## config.mk

```make
export PLATFORM = sky130hd
export DESIGN_NAME = pulse_distance_frame_receiver_top
export DESIGN_NICKNAME = d
export VERILOG_FILES = /design/src/sv/pdfr_pkg.sv /design/src/sv/pdfr_fifo.sv /design/src/sv/pdfr_front.sv /design/src/sv/pdfr_back.sv /design/src/sv/pulse_distance_frame_receiver_top.sv
export SDC_FILE = /design/constraint.sdc
export NUM_CORES = 1
export LEC_CHECK = 0
export ABC_AREA = 1
export BUFFER_PORTS_ARGS = -buffer_cell sky130_fd_sc_hd__buf_2
export CAP_MARGIN = 20
export CORE_MARGIN = 2
export CORE_UTILIZATION = 25
export CTS_CLUSTER_SIZE = 25
export DETAILED_ROUTE_END_ITERATION = 7
export GPL_ROUTABILITY_DRIVEN = 0
export GPL_TIMING_DRIVEN = 0
export MAX_ROUTING_LAYER = met4
export PLACE_DENSITY = 0.5
export SLEW_MARGIN = 10
export SYNTH_ARGS = -nofsm -noshare
export SYNTH_HDL_FRONTEND = slang
export SYNTH_SLANG_ARGS = --single-unit
export TNS_END_PERCENT = 100
```

## constraint.sdc

```tcl
create_clock -name clk -period 4.7 [get_ports clk]
set_input_delay 0.705 -clock clk [delete_from_list [all_inputs] [get_ports clk]]
set_output_delay 0.705 -clock clk [all_outputs]
set_load 0.05 [all_outputs]
```

## src/sv/pdfr_pkg.sv

```systemverilog
package pdfr_pkg;

	// Default structural settings.
	localparam int TIMER_BITS_DEF   = 16;
	localparam int SYNC_REPEATS_DEF = 2;
	localparam int BYTE_Q_DEPTH_DEF = 2;
	localparam int RES_Q_DEPTH_DEF  = 2;

	// Field widths.
	localparam int TIME_W = 16;
	localparam int CFG_W  = 16;
	localparam int CIDX_W = 2;

	// Register indexes of the configuration port.
	localparam logic [CIDX_W-1:0] REG_BIT_THRESHOLD = 2'd0;
	localparam logic [CIDX_W-1:0] REG_SYNC_PATTERN  = 2'd1;
	localparam logic [CIDX_W-1:0] REG_MAX_FRAME_LEN = 2'd2;

	// Register reset values.
	localparam logic [15:0] BIT_THRESHOLD_RST = 16'd900;
	localparam logic [7:0]  SYNC_PATTERN_RST  = 8'hAA;
	localparam logic [7:0]  MAX_FRAME_LEN_RST = 8'd32;

	// Result kinds.
	localparam logic [1:0] KIND_DATA     = 2'd0;
	localparam logic [1:0] KIND_SUM_OK   = 2'd1;
	localparam logic [1:0] KIND_SUM_BAD  = 2'd2;
	localparam logic [1:0] KIND_TOO_LONG = 2'd3;

	// One result beat.
	typedef struct packed {
		logic [1:0] kind;
		logic [7:0] value;
		logic [7:0] position;
		logic [7:0] length;
		logic [7:0] sum;
	} result_t;

endpackage

```

## src/sv/pdfr_fifo.sv

```systemverilog
// Small first-in first-out queue in flip-flops. DEPTH must be a power of two.
module pdfr_fifo #(
	parameter int WIDTH = 8,
	parameter int DEPTH = 2
) (
	input  logic             clk,
	input  logic             arst_n,
	input  logic             wr_en,
	input  logic [WIDTH-1:0] wr_data,
	input  logic             rd_en,
	output logic [WIDTH-1:0] rd_data,
	output logic             full,
	output logic             empty
);

	localparam int AW = (DEPTH > 1) ? $clog2(DEPTH) : 1;

	logic [WIDTH-1:0] mem_q [DEPTH];
	logic [AW-1:0]    wr_ptr_q;
	logic [AW-1:0]    rd_ptr_q;
	logic [AW:0]      cnt_q;
	logic             do_wr;
	logic             do_rd;

	assign full    = (cnt_q == (AW+1)'(DEPTH));
	assign empty   = (cnt_q == '0);
	assign do_wr   = wr_en && !full;
	assign do_rd   = rd_en && !empty;
	assign rd_data = mem_q[rd_ptr_q];

	// Pointers and fill count.
	always_ff @(posedge clk or negedge arst_n) begin
		if (!arst_n) begin
			wr_ptr_q <= '0;
			rd_ptr_q <= '0;
			cnt_q    <= '0;
		end else begin
			if (do_wr) begin
				wr_ptr_q <= wr_ptr_q + AW'(1);
			end
			if (do_rd) begin
				rd_ptr_q <= rd_ptr_q + AW'(1);
			end
			if (do_wr && !do_rd) begin
				cnt_q <= cnt_q + (AW+1)'(1);
			end else if (do_rd && !do_wr) begin
				cnt_q <= cnt_q - (AW+1)'(1);
			end
		end
	end

	// Storage needs no reset.
	always_ff @(posedge clk) begin
		if (do_wr) begin
			mem_q[wr_ptr_q] <= wr_data;
		end
	end

endmodule

```

## src/sv/pdfr_front.sv

```systemverilog
// Line sampler: finds edges, times pulse gaps and assembles bytes MSB first.
module pdfr_front #(
	parameter int TIMER_BITS = pdfr_pkg::TIMER_BITS_DEF
) (
	input  logic                        clk,
	input  logic                        arst_n,
	input  logic                        accept,
	input  logic                        line_level,
	input  logic [pdfr_pkg::TIME_W-1:0] time_us,
	input  logic [15:0]                 bit_threshold_us,
	output logic                        byte_push,
	output logic [7:0]                  byte_data
);

	// Compare width wide enough for both the gap and the threshold.
	localparam int CW = (TIMER_BITS > pdfr_pkg::TIME_W) ? TIMER_BITS : pdfr_pkg::TIME_W;

	logic                  last_level_q;
	logic [TIMER_BITS-1:0] rise_q;
	logic [2:0]            bits_q;
	logic [7:0]            shift_q;
	logic [CW-1:0]         now_w;
	logic [TIMER_BITS-1:0] now_t;
	logic [TIMER_BITS-1:0] gap;
	logic                  bit_val;
	logic                  rise_edge;
	logic                  fall_edge;

	// Timestamp reduced to the timer width, gap modulo the timer range.
	always_comb begin
		now_w     = CW'(time_us);
		now_t     = now_w[TIMER_BITS-1:0];
		gap       = now_t - rise_q;
		bit_val   = (CW'(gap) >= CW'(bit_threshold_us));
		rise_edge = !last_level_q && line_level;
		fall_edge = last_level_q && !line_level;
		byte_data = {shift_q[6:0], bit_val};
		byte_push = accept && fall_edge && (bits_q == 3'd7);
	end

	// Edge and bit state.
	always_ff @(posedge clk or negedge arst_n) begin
		if (!arst_n) begin
			last_level_q <= 1'b1;
			rise_q       <= '0;
			bits_q       <= '0;
			shift_q      <= '0;
		end else if (accept) begin
			last_level_q <= line_level;
			if (rise_edge) begin
				rise_q <= now_t;
			end else if (fall_edge) begin
				if (bits_q == 3'd7) begin
					bits_q  <= '0;
					shift_q <= '0;
				end else begin
					bits_q  <= bits_q + 3'd1;
					shift_q <= byte_data;
				end
			end
		end
	end

endmodule

```

## src/sv/pdfr_back.sv

```systemverilog
// Frame parser: sync hunt, length check, payload and checksum.
module pdfr_back #(
	parameter int SYNC_REPEATS = pdfr_pkg::SYNC_REPEATS_DEF
) (
	input  logic              clk,
	input  logic              arst_n,
	input  logic              byte_valid,
	input  logic [7:0]        byte_in,
	output logic              byte_pop,
	input  logic              res_full,
	input  logic [7:0]        sync_pattern,
	input  logic [7:0]        max_frame_len,
	output logic              res_push,
	output pdfr_pkg::result_t res
);

	localparam logic [1:0] PH_HUNT = 2'd0;
	localparam logic [1:0] PH_LEN  = 2'd1;
	localparam logic [1:0] PH_BODY = 2'd2;

	localparam logic [1:0] SYNC_LAST = 2'(SYNC_REPEATS);

	logic [1:0] phase_q;
	logic [1:0] seen_q;
	logic [7:0] len_q;
	logic [7:0] count_q;
	logic [7:0] sum_q;
	logic [1:0] seen_n;
	logic [7:0] sum_n;
	logic       has_res;

	assign byte_pop = byte_valid && !res_full;
	assign res_push = byte_pop && has_res;
	assign seen_n   = seen_q + 2'd1;
	assign sum_n    = sum_q + byte_in;

	// Result for the byte at the head of the queue.
	always_comb begin
		has_res      = 1'b0;
		res.kind     = pdfr_pkg::KIND_DATA;
		res.value    = byte_in;
		res.position = '0;
		res.length   = len_q;
		res.sum      = sum_q;
		unique case (phase_q)
			PH_LEN: begin
				if (byte_in > max_frame_len) begin
					has_res    = 1'b1;
					res.kind   = pdfr_pkg::KIND_TOO_LONG;
					res.length = byte_in;
					res.sum    = '0;
				end
			end
			PH_BODY: begin
				has_res = 1'b1;
				if (count_q < len_q) begin
					res.position = count_q;
					res.sum      = sum_n;
				end else if (sum_q == byte_in) begin
					res.kind = pdfr_pkg::KIND_SUM_OK;
				end else begin
					res.kind = pdfr_pkg::KIND_SUM_BAD;
				end
			end
			default: begin
				has_res = 1'b0;
			end
		endcase
	end

	// Frame state advances once per byte taken.
	always_ff @(posedge clk or negedge arst_n) begin
		if (!arst_n) begin
			phase_q <= PH_HUNT;
			seen_q  <= '0;
			len_q   <= '0;
			count_q <= '0;
			sum_q   <= '0;
		end else if (byte_pop) begin
			unique case (phase_q)
				PH_LEN: begin
					len_q <= byte_in;
					if (byte_in > max_frame_len) begin
						phase_q <= PH_HUNT;
					end else begin
						phase_q <= PH_BODY;
					end
				end
				PH_BODY: begin
					if (count_q < len_q) begin
						sum_q   <= sum_n;
						count_q <= count_q + 8'd1;
					end else begin
						phase_q <= PH_HUNT;
					end
				end
				default: begin
					if (byte_in == sync_pattern) begin
						if (seen_n >= SYNC_LAST) begin
							phase_q <= PH_LEN;
							seen_q  <= '0;
							len_q   <= '0;
							count_q <= '0;
							sum_q   <= '0;
						end else begin
							seen_q <= seen_n;
						end
					end else begin
						seen_q <= '0;
					end
				end
			endcase
		end
	end

endmodule

```

## src/sv/pulse_distance_frame_receiver_top.sv

```systemverilog
// Channel   Direction  Handshake               Beat contents
// input     in         push / full             line_level, time_us
// result    out        empty / pop             result_kind, byte_value, byte_position,
//                                              frame_length, computed_sum
// config    in         cfg_valid / cfg_ready   cfg_index, cfg_data
//
// One sample is taken every cycle in which push is high and full is low; a completed
// byte is registered in the byte queue, then its result in the result queue.
// The byte queue between sampler and frame parser sets the input stall: full is
// high only while that queue is full, which needs the result side to back up.
// Reset clears all control state and loads the register defaults; cfg_ready is
// always high.
module pulse_distance_frame_receiver_top #(
	parameter int TIMER_BITS   = pdfr_pkg::TIMER_BITS_DEF,
	parameter int SYNC_REPEATS = pdfr_pkg::SYNC_REPEATS_DEF
) (
	input  logic                        clk,
	input  logic                        arst_n,
	input  logic                        push,
	output logic                        full,
	input  logic                        line_level,
	input  logic [pdfr_pkg::TIME_W-1:0] time_us,
	output logic                        empty,
	input  logic                        pop,
	output logic [1:0]                  result_kind,
	output logic [7:0]                  byte_value,
	output logic [7:0]                  byte_position,
	output logic [7:0]                  frame_length,
	output logic [7:0]                  computed_sum,
	input  logic                        cfg_valid,
	output logic                        cfg_ready,
	input  logic [pdfr_pkg::CIDX_W-1:0] cfg_index,
	input  logic [pdfr_pkg::CFG_W-1:0]  cfg_data
);

	localparam int RES_W = $bits(pdfr_pkg::result_t);

	logic [15:0]       bit_threshold_q;
	logic [7:0]        sync_pattern_q;
	logic [7:0]        max_frame_len_q;
	logic              accept;
	logic              byte_push;
	logic [7:0]        byte_data;
	logic              byte_full;
	logic              byte_empty;
	logic [7:0]        byte_head;
	logic              byte_pop;
	logic              res_full;
	logic              res_push;
	pdfr_pkg::result_t res_in;
	pdfr_pkg::result_t res_out;
	logic [RES_W-1:0]  res_bits;

	assign cfg_ready = 1'b1;
	assign full      = byte_full;
	assign accept    = push && !byte_full;

	// Configuration registers.
	always_ff @(posedge clk or negedge arst_n) begin
		if (!arst_n) begin
			bit_threshold_q <= pdfr_pkg::BIT_THRESHOLD_RST;
			sync_pattern_q  <= pdfr_pkg::SYNC_PATTERN_RST;
			max_frame_len_q <= pdfr_pkg::MAX_FRAME_LEN_RST;
		end else if (cfg_valid && cfg_ready) begin
			unique case (cfg_index)
				pdfr_pkg::REG_BIT_THRESHOLD: bit_threshold_q <= cfg_data[15:0];
				pdfr_pkg::REG_SYNC_PATTERN:  sync_pattern_q  <= cfg_data[7:0];
				pdfr_pkg::REG_MAX_FRAME_LEN: max_frame_len_q <= cfg_data[7:0];
				default: begin
				end
			endcase
		end
	end

	// Sampler and byte assembler.
	pdfr_front #(
		.TIMER_BITS(TIMER_BITS)
	) u_front (
		.clk             (clk),
		.arst_n          (arst_n),
		.accept          (accept),
		.line_level      (line_level),
		.time_us         (time_us),
		.bit_threshold_us(bit_threshold_q),
		.byte_push       (byte_push),
		.byte_data       (byte_data)
	);

	// Queue of finished bytes.
	pdfr_fifo #(
		.WIDTH(8),
		.DEPTH(pdfr_pkg::BYTE_Q_DEPTH_DEF)
	) u_byte_q (
		.clk    (clk),
		.arst_n (arst_n),
		.wr_en  (byte_push),
		.wr_data(byte_data),
		.rd_en  (byte_pop),
		.rd_data(byte_head),
		.full   (byte_full),
		.empty  (byte_empty)
	);

	// Frame parser.
	pdfr_back #(
		.SYNC_REPEATS(SYNC_REPEATS)
	) u_back (
		.clk          (clk),
		.arst_n       (arst_n),
		.byte_valid   (!byte_empty),
		.byte_in      (byte_head),
		.byte_pop     (byte_pop),
		.res_full     (res_full),
		.sync_pattern (sync_pattern_q),
		.max_frame_len(max_frame_len_q),
		.res_push     (res_push),
		.res          (res_in)
	);

	// Result queue in front of the output ports.
	pdfr_fifo #(
		.WIDTH(RES_W),
		.DEPTH(pdfr_pkg::RES_Q_DEPTH_DEF)
	) u_res_q (
		.clk    (clk),
		.arst_n (arst_n),
		.wr_en  (res_push),
		.wr_data(res_in),
		.rd_en  (pop),
		.rd_data(res_bits),
		.full   (res_full),
		.empty  (empty)
	);

	assign res_out       = pdfr_pkg::result_t'(res_bits);
	assign result_kind   = res_out.kind;
	assign byte_value    = res_out.value;
	assign byte_position = res_out.position;
	assign frame_length  = res_out.length;
	assign computed_sum  = res_out.sum;

endmodule
```

==> metrics list <==
- Result of the run: finished, final reports clean
- Final hold analysis gives a worst-case slack of 0.172 ns.
* Top-Level Pins: 77
- In this run the mean area of a mapped cell was 8.64 um2.
- The floorplan step defined a die boundary enclosing 39,800 um2.
- Fraction of met2 tracks used by global routing: 19.1%
- Number of antenna violations at the first check in global routing: 1
- Global routing consumed, on the met3 layer, 2.40% of the routing resources.
- Setup slack of the most critical reg-to-reg path: 1.52 ns
- The clock network burns 23.7% of the power.
* CTS Buf Count: 17
* Synth Flop Type: sky130_fd_sc_hd__dfrtp_1
- The worst setup path is launched from an input pin.
* Count of yosys warnings during synthesis: 0
* Setup Buffers After CTS: 0
* Met1 global-route usage: 16.1%
* Worst reg2reg path depth: 14
* Final critical-path share of the clock period: 67.8%
* Remaining antenna violation count after routing: 0
- The count of final max-slew check failures came to 0.
- Slowest library cell on the worst path: sky130_fd_sc_hd__fa_1
* Setup repair after global routing missed its margin: no
* Total via count in the routed design: 7,292
* Final hold violation count: 0
* Layer carrying the most global-route usage: met2
* Initial core utilization: 25.4%
* Proportion of synthesized chip area in sequential cells: 51.3%
* Area added between synthesis and finish: 17.1%
* Maximum clock frequency: 314 MHz
- Counting every sink on the clock net gives 179.
* Power per cell area: 508 nW/um2
* Sequential cell area in the final layout: 4910 um2
- Total grt overflow: 0
- At the worst endpoint, the arrival time is 3.57 ns.
- In the layout the commonest cells are 396 x sky130_fd_sc_hd__nand2_1, 128 x sky130_fd_sc_hd__inv_1, 85 x sky130_fd_sc_hd__dfrtp_1, 84 x sky130_fd_sc_hd__edfxtp_1, 80 x sky130_fd_sc_hd__buf_2.
- Synth async-reset ratio: 53.1%
- Post-CTS repair changed the size of 0 cells.
* Final count of negative-setup-slack endpoints: 0
- Largest net degree at the start of global routing: 61
- Global-route usage over all layers: 12.3%
- The final layout contains 1,306 nets.
- Across the VDD grid, the largest voltage drop is 274 uV.
* Port Buf Inserts: 75
- TritonCTS built the clock tree.
* Flop and latch count out of synthesis: 179
* Number of cells in the finished layout apart from fillers: 1,728
- CP required: 5.08 ns
- The first global-routing pass estimated 36,600 um of wire.
* Ratio of cells with drive above 1 in the final layout: 12.6%
- Cell Area, Synth: 9570 um2
- Number of maximum-capacitance constraint violations: 0
* Highest cell delay on the worst timing path: 0.41 ns
* Number of enable-type register cells in the synthesized netlist: 84
- The library cell used most frequently in the layout, excluding fill and tap cells, is sky130_fd_sc_hd__nand2_1.
* Clock skew after layout: 0.0128 ns
* Via count of the first global-routing pass: 6,957
- The core region is 37,700 um2.
- Summing all multi-input logic gate instances after layout gives 4040 um2.
- The HPWL after detailed placement is 17,200 um.
- Clock-pin slew was measured on the worst setup and hold paths at 0.08 ns.
- Number of vias per cell after detailed routing: 4.22
- In this run the horizontal extent of the chip is 200 um.
- In this run the worst hold path is classified as input pin to async pin.
- The clock passes through at most 2 buffers.
- Final critical path time including I/O delays and setup: 3.19 ns
- Crit path cell chain: buf_2 > inv_1 > ha_1 > fa_1 > o21ai_0 > nand2_1 > nand2_1 > nand2_1 > nand2_1 > nand2_1 > nand3_1 > nand2_1 > ha_1 > nand2_1 > nor4_1 > nand2_1 > nand3_1 > nand2_1 > nand2_1
- Power share of the combinational group: 41.8%
- # hold bufs at CTS: 0
- The critical path is of the input pin to flip-flop type.
- Net switching is 42.2% of the power.
- Height of the die: 200 um
* Capturing element type of the critical path: flip-flop
- In this run the power spent charging and discharging nets is 0.00240 W.
* Power share of the sequential group: 34.5%
- In this run, the number of DRC markers left after iteration 0 of detailed routing was 420.
- The worst pin sits at a relative slew slack of 46.7%.
- Total wire length: 22,600 um
- After detailed routing, the number of remaining DRC violations is 0.
* R2R Path End: u_res_q.mem_q[1][16]
- Worst reg2reg path startpoint: u_byte_q.rd_ptr_q
- Cell total after placement: 1,695
- The later pin in the worst-skew pair is clocked with a latency of 0.44 ns.
- In this run, distinct cell masters in the synthesized netlist total 44.
* Pre-antenna DRT Iters: 5
- The number of nets in the synthesized netlist is 1,210.
- CTS placed an instance of sky130_fd_sc_hd__clkbuf_16 at the clock tree root.
* Highest fanout seen on the critical path: 3
* Pleak: 5.37 nW
* Internal power component: 0.00329 W
- DR WL/cell: 13.1 um
* Htree depth: 4
* Most numerous cell on the critical path: sky130_fd_sc_hd__nand2_1
- Post-Synthesis Cells: 1,107
* Bufs and invs on worst path: 2
- Critical path's top delay family: simple AND/OR/NAND/NOR gates
- Number of standard-cell rows in the floorplan: 71
* Pin slew with the least headroom to its limit: 0.798 ns
- Number of fill cells: 4,046
## worst max-delay path by stage
stage | startpoint | to | slack (ns) | cells after the start
6_report | time_us[0] | u_front.shift_q[0] | 1.51 | 19
5_1_grt | u_front.rise_q[0] | u_front.shift_q[0] | 1.08 | 17
4_1_cts | u_byte_q.rd_ptr_q | u_res_q.mem_q[1][12] | 1.50 | 14
3_5_place_dp | time_us[0] | u_front.shift_q[0] | 1.06 | 19
3_3_place_gp | u_byte_q.rd_ptr_q | u_res_q.mem_q[1][21] | -0.22 | 13
2_1_floorplan | u_byte_q.rd_ptr_q | u_res_q.mem_q[1][0] | 1.22 | 12
## routing by layer
| layer | share of wire [%] | routed length, um | up-vias |
|---|---|---|---|
| met4 | 1.3 | 284 | 0 |
| met1 | 50 | 11300 | 3381 |
| met5 | 0 | 0 | - |
| met2 | 46 | 10400 | 105 |
| li1 | - | - | 3788 |
| met3 | 3.1 | 697 | 18 |
## metrics by stage
step           setup WS, ns  instance area (um2)  total power [W]  setup TNS [ns]  utilization, %
3_3_place_gp         -0.224                10600          0.00437           -7.52            28.1
4_1_cts                1.50                11200          0.00578               0            29.7
2_1_floorplan          1.22                 9570          0.00378               0               -
3_5_place_dp           1.06                10700          0.00441               0            28.3
6_report               1.51                11200          0.00569               0            29.8
5_1_grt                1.08                11200          0.00617               0            29.8
## cell type report
type / instances / area share [%]
Inverter: 135 / 4.59
Tap cell: 511 / 5.71
Timing Repair Buffer: 77 / 3.90
Multi-Input combinational cell: 768 / 36.0
Antenna cell: 1 / 0.0223
Clock inverter: 14 / 1.12
Sequential cell: 179 / 43.8
Buffer: 25 / 1.00
Clock buffer: 18 / 3.83
## power by group through the flow
stage	sequential (W)	clock, W	combinational, W
finish	0.00196	0.00135	0.00238
detailed placement	0.00199	0	0.00241
global route	0.00199	0.00144	0.00274
global placement	0.00199	0	0.00238
floorplan	0.00196	0	0.00182
CTS	0.00197	0.00139	0.00242
## cells in the mapped netlist, types with 2 or more instances
cell                       instances  area share [%]
sky130_fd_sc_hd__nand2_1         396              16
sky130_fd_sc_hd__inv_1           129             5.1
sky130_fd_sc_hd__dfrtp_1          85              22
sky130_fd_sc_hd__edfxtp_1         84              26
sky130_fd_sc_hd__nor2_1           64             2.5
sky130_fd_sc_hd__ha_1             61             8.0
sky130_fd_sc_hd__a21oi_1          56             2.9
sky130_fd_sc_hd__o21ai_0          54             2.8
sky130_fd_sc_hd__nand3_1          31             1.6
sky130_fd_sc_hd__nand4_1          29             1.9
sky130_fd_sc_hd__clkbuf_1         17            0.67
sky130_fd_sc_hd__xor2_1           17             1.6
sky130_fd_sc_hd__dfstp_2          10             2.7
sky130_fd_sc_hd__nand2_2           8            0.52
sky130_fd_sc_hd__buf_2             6            0.31
sky130_fd_sc_hd__nand3b_1          5            0.39
sky130_fd_sc_hd__nor3_1            5            0.26
sky130_fd_sc_hd__xnor2_1           5            0.46
sky130_fd_sc_hd__clkinv_1          4            0.16
sky130_fd_sc_hd__nand2_4           4            0.47
sky130_fd_sc_hd__o21a_1            4            0.31
sky130_fd_sc_hd__o22ai_1           4            0.26
sky130_fd_sc_hd__a211oi_1          2            0.16
sky130_fd_sc_hd__a21o_1            2            0.16
sky130_fd_sc_hd__fa_1              2            0.42
sky130_fd_sc_hd__nor2_2            2            0.13
sky130_fd_sc_hd__nor3b_1           2            0.16
sky130_fd_sc_hd__o21ai_2           2            0.18
sky130_fd_sc_hd__or2_2             2            0.13
## registers in the layout, summed over array words and instances, names as in the netlist
signal,count
u_res_q.mem_q,68
bit_threshold_q,16
u_byte_q.mem_q,16
u_front.rise_q,16
max_frame_len_q,8
sync_pattern_q,8
u_back.count_q,8
u_back.len_q,8
u_back.sum_q,8
u_front.shift_q,7
u_front.bits_q,3
u_back.phase_q,2
u_back.seen_q,2
u_byte_q.cnt_q,2
u_res_q.cnt_q,2
u_byte_q.rd_ptr_q,1
u_byte_q.wr_ptr_q,1
u_front.last_level_q,1
u_res_q.rd_ptr_q,1
u_res_q.wr_ptr_q,1
## kinds of logic after synthesis
logic type | after synthesis | share of synthesized area [%]
and+or+nand+nor | 552 | 24.2
DFF | 179 | 51.3
buffers and inverters | 160 | 6.55
AOI/OAI and AO/OA | 129 | 7.38
adders and majority gates | 63 | 8.40
xor gates and xnor gates | 22 | 2.01
other | 1 | 0.0392
muxes | 1 | 0.118
Note: power is estimated with default switching activity, not from simulation.
